## src/rtl/bwps_pkg.sv

```systemverilog
// shared constants, datapath op codes and controller/datapath bundles
package bwps_pkg;

  localparam int MAX_PROBES = 32;
  localparam int IDX_W      = $clog2(MAX_PROBES);
  localparam int CNT_W      = $clog2(MAX_PROBES + 1);

  localparam int INT_W  = 24;
  localparam int LOG_W  = 22;
  localparam int OLOG_W = 21;
  localparam int USED_W = 6;
  localparam int P_W    = 5;
  localparam int FRAC_W = 16;
  localparam int MANT_W = 32;
  localparam int W_W    = 17;
  localparam int DEN_W  = 25;
  localparam int DIV_W  = W_W + LOG_W + CNT_W;
  localparam int STEP_W = $clog2(DIV_W + 1);
  localparam int SQ_W   = 63;
  localparam int SQ_STEPS = (SQ_W + 1) / 2;
  localparam int T_W    = 33;

  localparam logic [LOG_W-1:0] LOG_LOW  = 22'd1572864;
  localparam logic [DEN_W-1:0] EPS_Q16  = 25'd7;
  localparam logic [W_W-1:0]   ONE_Q16  = 17'd65536;
  localparam logic [INT_W-1:0] INT_MAX  = 24'hFFFFFF;

  typedef enum logic [4:0] {
    OP_NONE, OP_LOAD, OP_LOG_MUL, OP_LOG_NORM, OP_LOG_WR, OP_SET_INIT, OP_RD_I,
    OP_PRE_USE, OP_DECIDE, OP_RANK_INIT, OP_GET_I, OP_RD_J, OP_CMP_J, OP_RANK_FIN,
    OP_RANK_DONE, OP_W_INIT, OP_W_CHK, OP_DIV_STEP, OP_MUL_UU, OP_OM, OP_MUL_OO,
    OP_MUL_WX, OP_W_ACC, OP_FIN_INIT, OP_FIN_DONE, OP_AL_INIT, OP_AL_PREP,
    OP_SQ_STEP, OP_SQ_DONE, OP_AL_OUT
  } op_t;

  typedef struct packed {
    op_t op;
  } cmd_t;

  typedef struct packed {
    logic last_probe;
    logic i_last;
    logic j_last;
    logic log_last;
    logic div_last;
    logic sq_last;
    logic al_last;
    logic rd_used;
    logic trivial;
    logic phase;
    logic w_take;
    logic al_skip;
  } stat_t;

endpackage

```

## src/rtl/bwps_ctrl.sv

```systemverilog
// sequencing state machine for the probe-set signal block
module bwps_ctrl (
  input  logic           clk,
  input  logic           rst_n,
  input  logic           start,
  input  bwps_pkg::stat_t stat,
  output bwps_pkg::cmd_t  cmd,
  output logic           busy,
  output logic           out_strobe
);
  import bwps_pkg::*;

  typedef enum logic [4:0] {
    S_IDLE, S_LOG_MUL, S_LOG_NORM, S_LOG_WR, S_SET_INIT, S_PRE_RD, S_PRE_USE,
    S_DECIDE, S_RANK_INIT, S_R_RDI, S_R_GETI, S_R_RDJ, S_R_CMPJ, S_R_FIN,
    S_R_DONE, S_W_INIT, S_W_RD, S_W_CHK, S_W_DIV, S_W_U2, S_W_OM, S_W_W,
    S_W_WX, S_W_ACC, S_FIN_INIT, S_F_DIV, S_F_DONE, S_AL_INIT, S_AL_PREP,
    S_SQ_STEP, S_SQ_DONE, S_AL_OUT
  } state_t;

  state_t state_r, state_nxt;
  logic   busy_r;
  logic   strobe_r;

  always_comb begin
    state_nxt = state_r;
    unique case (state_r)
      S_IDLE:      if (start) state_nxt = S_LOG_MUL;
      S_LOG_MUL:   state_nxt = S_LOG_NORM;
      S_LOG_NORM:  state_nxt = stat.log_last ? S_LOG_WR : S_LOG_MUL;
      S_LOG_WR:    state_nxt = stat.last_probe ? S_SET_INIT : S_IDLE;
      S_SET_INIT:  state_nxt = S_PRE_RD;
      S_PRE_RD:    state_nxt = S_PRE_USE;
      S_PRE_USE:   state_nxt = stat.i_last ? S_DECIDE : S_PRE_RD;
      S_DECIDE:    state_nxt = stat.trivial ? S_AL_INIT : S_RANK_INIT;
      S_RANK_INIT: state_nxt = S_R_RDI;
      S_R_RDI:     state_nxt = S_R_GETI;
      S_R_GETI: begin
        if (stat.rd_used) state_nxt = S_R_RDJ;
        else state_nxt = stat.i_last ? S_R_DONE : S_R_RDI;
      end
      S_R_RDJ:     state_nxt = S_R_CMPJ;
      S_R_CMPJ:    state_nxt = stat.j_last ? S_R_FIN : S_R_RDJ;
      S_R_FIN:     state_nxt = stat.i_last ? S_R_DONE : S_R_RDI;
      S_R_DONE:    state_nxt = stat.phase ? S_W_INIT : S_R_RDI;
      S_W_INIT:    state_nxt = S_W_RD;
      S_W_RD:      state_nxt = S_W_CHK;
      S_W_CHK: begin
        if (stat.w_take) state_nxt = S_W_DIV;
        else state_nxt = stat.i_last ? S_FIN_INIT : S_W_RD;
      end
      S_W_DIV:     state_nxt = stat.div_last ? S_W_U2 : S_W_DIV;
      S_W_U2:      state_nxt = S_W_OM;
      S_W_OM:      state_nxt = S_W_W;
      S_W_W:       state_nxt = S_W_WX;
      S_W_WX:      state_nxt = S_W_ACC;
      S_W_ACC:     state_nxt = stat.i_last ? S_FIN_INIT : S_W_RD;
      S_FIN_INIT:  state_nxt = S_F_DIV;
      S_F_DIV:     state_nxt = stat.div_last ? S_F_DONE : S_F_DIV;
      S_F_DONE:    state_nxt = S_AL_INIT;
      S_AL_INIT:   state_nxt = stat.al_skip ? S_AL_OUT : S_AL_PREP;
      S_AL_PREP:   state_nxt = S_SQ_STEP;
      S_SQ_STEP:   state_nxt = stat.sq_last ? S_SQ_DONE : S_SQ_STEP;
      S_SQ_DONE:   state_nxt = stat.al_last ? S_AL_OUT : S_AL_PREP;
      S_AL_OUT:    state_nxt = S_IDLE;
      default:     state_nxt = S_IDLE;
    endcase
  end

  always_comb begin
    cmd.op = OP_NONE;
    unique case (state_r)
      S_IDLE:      cmd.op = start ? OP_LOAD : OP_NONE;
      S_LOG_MUL:   cmd.op = OP_LOG_MUL;
      S_LOG_NORM:  cmd.op = OP_LOG_NORM;
      S_LOG_WR:    cmd.op = OP_LOG_WR;
      S_SET_INIT:  cmd.op = OP_SET_INIT;
      S_PRE_RD:    cmd.op = OP_RD_I;
      S_PRE_USE:   cmd.op = OP_PRE_USE;
      S_DECIDE:    cmd.op = OP_DECIDE;
      S_RANK_INIT: cmd.op = OP_RANK_INIT;
      S_R_RDI:     cmd.op = OP_RD_I;
      S_R_GETI:    cmd.op = OP_GET_I;
      S_R_RDJ:     cmd.op = OP_RD_J;
      S_R_CMPJ:    cmd.op = OP_CMP_J;
      S_R_FIN:     cmd.op = OP_RANK_FIN;
      S_R_DONE:    cmd.op = OP_RANK_DONE;
      S_W_INIT:    cmd.op = OP_W_INIT;
      S_W_RD:      cmd.op = OP_RD_I;
      S_W_CHK:     cmd.op = OP_W_CHK;
      S_W_DIV:     cmd.op = OP_DIV_STEP;
      S_W_U2:      cmd.op = OP_MUL_UU;
      S_W_OM:      cmd.op = OP_OM;
      S_W_W:       cmd.op = OP_MUL_OO;
      S_W_WX:      cmd.op = OP_MUL_WX;
      S_W_ACC:     cmd.op = OP_W_ACC;
      S_FIN_INIT:  cmd.op = OP_FIN_INIT;
      S_F_DIV:     cmd.op = OP_DIV_STEP;
      S_F_DONE:    cmd.op = OP_FIN_DONE;
      S_AL_INIT:   cmd.op = OP_AL_INIT;
      S_AL_PREP:   cmd.op = OP_AL_PREP;
      S_SQ_STEP:   cmd.op = OP_SQ_STEP;
      S_SQ_DONE:   cmd.op = OP_SQ_DONE;
      S_AL_OUT:    cmd.op = OP_AL_OUT;
      default:     cmd.op = OP_NONE;
    endcase
  end

  always_ff @(posedge clk) begin
    if (!rst_n) begin
      state_r  <= S_IDLE;
      busy_r   <= 1'b0;
      strobe_r <= 1'b0;
    end else begin
      state_r  <= state_nxt;
      busy_r   <= (state_nxt != S_IDLE);
      strobe_r <= (state_r == S_AL_OUT);
    end
  end

  assign busy       = busy_r;
  assign out_strobe = strobe_r;

endmodule

```

## config.mk

```make
export PLATFORM = sky130hd
export DESIGN_NAME = bwps_ctrl
export DESIGN_NICKNAME = d
export VERILOG_FILES = /design/src/rtl/bwps_pkg.sv /design/src/rtl/bwps_ctrl.sv
export SDC_FILE = /design/constraint.sdc
export NUM_CORES = 1
export LEC_CHECK = 0
export BUFFER_PORTS_ARGS = -buffer_cell sky130_fd_sc_hd__buf_2
export CORE_ASPECT_RATIO = 0.7
export CORE_MARGIN = 10
export CORE_UTILIZATION = 40
export CTS_CLUSTER_DIAMETER = 120
export DETAILED_ROUTE_END_ITERATION = 8
export PLACE_DENSITY = 0.65
export SYNTH_ARGS = -nofsm -noshare
export SYNTH_HDL_FRONTEND = slang
export SYNTH_SLANG_ARGS = --single-unit
```

## constraint.sdc

```tcl
create_clock -name clk -period 4.5 [get_ports clk]
set_input_delay 0.225 -clock clk [delete_from_list [all_inputs] [get_ports clk]]
set_output_delay 0.225 -clock clk [all_outputs]
set_load 0.02 [all_outputs]
```

==> impl_results.md, run 1 <==
* Final Max Tran Viols at 0
* Place WS at 2340 ps
* DR pass1 iterations at 4
* CTS tree: yes
* Worst slew pin tran at slightly below 800 ps
* Die area at 0.00410 mm^2
* Slew headroom at 47.2%
* Tightest Hold Check Type: in2reg
* Clk sink count at 7
* Total CTS buffers at 3
* Most area-consuming cells after synthesis: dfxtp_1 (18%), a21oi_1 (5.9%), nand3_1 (5.2%)
* Synthesized cell area at 768 um^2
* Period minus WS final at 2210 ps
* Max Cap Viol at 0
* CP required at 4280 ps
* Synth Register Bits at 7
* Antenna Nets Post-Route at 0
* Fin util at 47.9%
* Clk buf depth at 2
* WS Path Type: reg2out
* H-tree depth at 1
* Final setup TNS at 0 ps
* Setup-failing EPs final at 0
* Grt total ovfl at 0
* Final nets at 140
* Synth top cells by count: a21oi_1 (9), nand3_1 (8), dfxtp_1 (7), o21ai_0 (7), nand2_1 (6)
* Most frequent cell after synthesis: a21oi_1
* Clk_skew at 3.25 ps
* Synth top area share at a little under a fifth
* Worst path max stage delay at 830 ps
* Setup WS post-layout at 2290 ps
* Max Fclk at 452 MHz
* Share of cells above drive strength 1 at 21.8%
* Fin crit share at 49.2%
* Crit-path max FO at 24
* Cells along the critical path: inv_2, nand2_1, o221ai_1, a32o_1, buf_2
* Die Width at 72.4 um
* Port bufs at 21
* Gr usage total at 10.5%
* CP arrival at 1990 ps
* Die Span Y at 56.7 um
* Syn_area_per_cell at 7.11 um^2
* Via/cell ratio at 6.20
* Synth-to-layout area growth at 14.7%
* Vias in the first global route at 762
* Antenna cells at 0
* Drc violations at 0
* Row count at 13
* Post-synth cell types at between 40 and 50
* RSZ-0062 raised after global routing: no
* Antenna violations before repair at 0
* Post-synthesis cell count at 108
* Clock Latency Late Sink at around 240 ps
* Post-synth top area cell: dfxtp_1
* Pin count of the biggest net entering global routing at 25
* CTS root buffer: clkbuf_4
* Starting density of the core at roughly two fifths
* Core area at 0.00184 mm^2
* First-pass GRT wire length at 3680 um
* Power Total at 179 uW
* Post-CTS Setup Bufs at 0
* Clock Pin Slew Worst Setup and Hold Paths at about 50 ps
* Ys async rst share at 0%
* Slowest CP cell: dfxtp_1
* Most used DFF post-synth: dfxtp_1
* Iter 0 DRT Violations at 68
* Hold-fix buffers, CTS at 0
* Hold_ws at 222 ps
* LEAKAGE at 0.000361 uW
* YS warnings at 0
* Peak VDD IR at 194 uV
* WL/cell at approximately 15 um
* HPWL Detailed at about 1700 um
* Post-CTS sizing at 0
* Pwr dens at 203 mW/mm^2
* Number of synthesized flops with an enable pin at 0
* Placer Congestion at 0.894
* Crit start category: register
* Via count at between 900 and 1000
* Drt total wl at ~2300 um
* Status: completed
* Setup crit end kind: output pin
* Register area share after synthesis at 18.2%
* Hold Vio Cnt, Final at 0
* Net count after synthesis at 123
* Reg2Reg Setup Slack at between 2000 and 2500 ps
* IO Pins at 22
## cell usage in the layout, fill, tap and decap left out, types with 2 or more instances in the layout
cell type   n
o22ai_1     2
nor3_1      3
or3_1       2
a22o_1      2
nand2b_1    4
nand2_1     6
nor2b_1     3
o31ai_1     2
o21ai_0     7
nor3b_1     2
and3_1      2
a21o_1      2
mux2i_1     2
nand3_1     8
and2b_1     2
a21oi_1     9
a41oi_1     3
inv_1       4
dfxtp_1     7
inv_2       2
buf_2      21
clkbuf_4    3
nor2_1      5
## worst paths after layout
kind | to | cells past startpoint | startpoint
max | cmd[2] | 5 | state_r[3]$_SDFF_PN0_
min | state_r[4]$_SDFF_PN0_ | 3 | rst_n
max reg2reg | busy$_SDFF_PN0_ | 5 | state_r[3]$_SDFF_PN0_
min reg2reg | state_r[4]$_SDFF_PN0_ | 2 | state_r[4]$_SDFF_PN0_
## power by group
part	switching [uW]	total, uW	internal [uW]
sequential	9.99	75.6	65.6
clock	20.5	54.2	33.7
combinational	27.0	48.8	21.8
total	57.5	179	121
## registers in the layout, indices dropped and copies added, names as in the netlist
signal      count
state_r         5
busy            1
out_strobe      1
## cell families after synthesis
logic type / synth area share (%)
XOR/XNOR: 2.28
multiplexers: 2.61
buffers and inverters: 8.96
AND/OR/NAND/NOR: 30.6
AO/OA/AOI/OAI: 37.3
flip-flops: 18.2
## per-layer routing
layer  share of wire [%]  vias to the layer above  track usage (%)
met5                   0                        -                0
met4                   0                        0            0.811
met3                  13                        0             4.91
met2                  41                       52             13.0
met1                  47                      412             15.9
li1                    -                      441                -
## critical path: cells and delay by family (launching register included)
family                 cells  cell delay [ps]
buffers and inverters      2              340
AND/OR/NAND/NOR            1              200
flip-flops                 1              830
AO/OA/AOI/OAI              2              370
## area by class of cell
cell class	instances	area, um^2
clock buffers	4	26.3
fillers	193	957
inverters	6	22.5
multi-input cells	86	559
flip-flops and latches	7	140
well taps	22	27.5
repair buffers	21	105
## per-stage QoR
| stage | cell area [um^2] | instances |
|---|---|---|
| after detailed placement | 855 | 142 |
| after global placement | 855 | 142 |
| after global routing | 881 | 146 |
| after floorplan | 768 | 108 |
| after CTS | 881 | 146 |
| final | 881 | 146 |
Power figures use the tool's default switching activity.
==> run 2: changes to the inputs <==
Settings changed: PLACE_DENSITY 0.65 to 0.68.
Clock period 4.5 ns to 1.8 ns, I/O delays scaled along.
==> run 2 against run 1 <==
Critical path depth is the same; via count up 7.0%; clock skew grew 1.4 ps; flip-flop and latch count stayed put; final area up 13%; sequential power rose by 130%; combinational power grew to 3.2 times the previous value; critical path type unchanged; highest routed layer is now met4.
==> impl_results.md, run 2 (synthesized netlist as in run 1, its figures left out) <==
* CP arrival at 1630 ps (-360 ps)
* Area of the multi-input gates at 566 um^2 (+1.1%)
* CP required at 1710 ps (-2570 ps)
* Status: completed
* Biggest register: state_r
* Via/cell ratio at 6.13 (-1.2%)
* Hold Vio Cnt, Final at 0 (unchanged)
* Clock Latency Late Sink at 250 ps (about the same)
* Clk sink count at 7 (unchanged)
* Port bufs at 21 (unchanged)
* Seq. cell area at 150 um^2 (+7.1%)
* WL/cell at 16.0 um (+3.6%)
* Core area at 0.00184 mm^2 (unchanged)
* Clock Pin Slew Worst Setup and Hold Paths at 50 ps (about the same)
* HPWL Detailed at 1940 um (+15%)
* Max Cap Viol at 0 (unchanged)
* Tightest Hold Check Type: in2reg
* Share of cells above drive strength 1 at 32.4% (+11 points)
* Placer Congestion at 0.902 (+0.86%)
* Pwr dens at 468 mW/mm^2 (+130%)
* Setup crit end kind: output pin
* Vias in the first global route at 876 (+15%)
* H-tree depth at 1 (unchanged)
* Fin util at 54.1% (+6.2 points)
* Antenna cells at 0 (unchanged)
* Non-filler cells, final at 158 (+8.2%)
* Setup-failing EPs final at 0 (unchanged)
* WS Path Type: reg2out
* Synth-to-layout area growth at 29.5%
* Max Fclk at 581 MHz
* First-pass GRT wire length at 4100 um (+11%)
* Layout fillers at 181 (-6.2%)
* Commonest non-fill, non-tap cells in the layout: buf_2 (21), buf_4 (10), a21oi_1 (9)
* Fin crit share at 95.6%
* Hold_ws at 84.1 ps (-138 ps)
* Grt total ovfl at 0 (unchanged)
* Starting density of the core at 41.8% (unchanged)
* IO Pins at 22 (unchanged)
* Iter 0 DRT Violations at 81 (+19%)
* Most common cell after layout, fill and taps aside: buf_2
* Clk buf depth at 2 (unchanged)
* CTS tree: yes
* Power Total at 466 uW (+160%)
* Gr usage total at 12.1% (+1.6 points)
* Reg2Reg Setup Slack at 120 ps (-2190 ps)
* LEAKAGE at 0.000429 uW (+19%)
* Crit-path max FO at 10 (-58%)
* Via count at 968 (+7.0%)
* Slew headroom at 66.5% (+19 points)
* Crit start category: register
* Setup WS post-layout at 79.3 ps (-2210 ps)
* Worst slew pin tran at 495 ps (-296 ps)
* Place WS at 34.0 ps (-2310 ps)
* Antenna violations before repair at 0 (unchanged)
* DR pass1 iterations at 4 (unchanged)
* Die Width at 72.4 um (unchanged)
* Antenna Nets Post-Route at 0 (unchanged)
* Final Max Tran Viols at 0 (unchanged)
* Row count at 13 (unchanged)
* Total CTS buffers at 3 (unchanged)
* Drc violations at 0 (unchanged)
* Final nets at 152 (+8.6%)
* Die area at 0.00410 mm^2 (unchanged)
* Peak VDD IR at 657 uV (+240%)
* Placed cell count at 154 (+8.5%)
* Clk_skew at 4.61 ps (+1.36 ps)
* Drt total wl at 2530 um (+12%)
* CTS root buffer: clkbuf_4
* Pin count of the biggest net entering global routing at 16 (-36%)
* Max reg flops at 5 (unchanged)
* Die Span Y at 56.7 um (unchanged)
* Period minus WS final at 1720 ps
## run 2: cell types whose count changed in the layout (fill, tap and decap cells not counted), moves of 2 or more
cell / delta
buf_4: +10
dfxtp_1: -4
buf_6: +2
dfxtp_2: +2
dfxtp_4: +2
## run 2: critical path, cell delays in order (launching register included)
cell and delay, ps:
dfxtp_2 430, buf_4 190, nor3b_1 80, or3_1 310, a32o_1 220, buf_2 160
## run 2: cell type report
cell class                      count  area share [%]
Multi-Input combinational cell     86            56.9
Timing Repair Buffer               33            20.4
Sequential cell                     7            15.1
Tap cell                           22            2.77
Clock buffer                        4            2.64
Inverter                            6            2.26
## run 2: report_power, final
part / total [uW] / switching [uW] / internal, uW / leakage [uW]
clock: 137 / 53.1 / 84.3 / 0.0000150
sequential: 175 / 13.0 / 162 / 0.0000596
combinational: 154 / 85.8 / 68.0 / 0.000354
total: 466 / 152 / 314 / 0.000429
## run 2: path summary, 6_finish.rpt
check                                            from                    end  cells after the start
worst min register to register  state_r[4]$_SDFF_PN0_  out_strobe$_SDFF_PN0_                      2
worst max-delay path            state_r[2]$_SDFF_PN0_                 cmd[2]                      5
worst max register to register  state_r[2]$_SDFF_PN0_        busy$_SDFF_PN0_                      6
worst min-delay path                            rst_n  state_r[4]$_SDFF_PN0_                      3
## run 2: metal layers
metal  vias to the layer above  track usage [%]  wire (um)
met3                         2             4.39        324
met2                        70             17.8       1070
met4                         0             2.43         14
met5                         -                0          0
li1                        471                -          -
met1                       425             16.2       1120
## run 2: what timing repair did
item / in CTS / in global routing
resized for setup: 2 / 8
hold buffers: 0 / 0
endpoints found under the setup margin: 1 / 3
buffers inserted: 0 / 0
## run 2: metrics by stage
| stage | setup TNS, ps | instance area (um^2) |
|---|---|---|
| after floorplan | 0 | 768 |
| after global placement | 0 | 945 |
| after detailed placement | 0 | 945 |
| after CTS | 0 | 973 |
| after global routing | -1.73 | 995 |
| final | 0 | 995 |
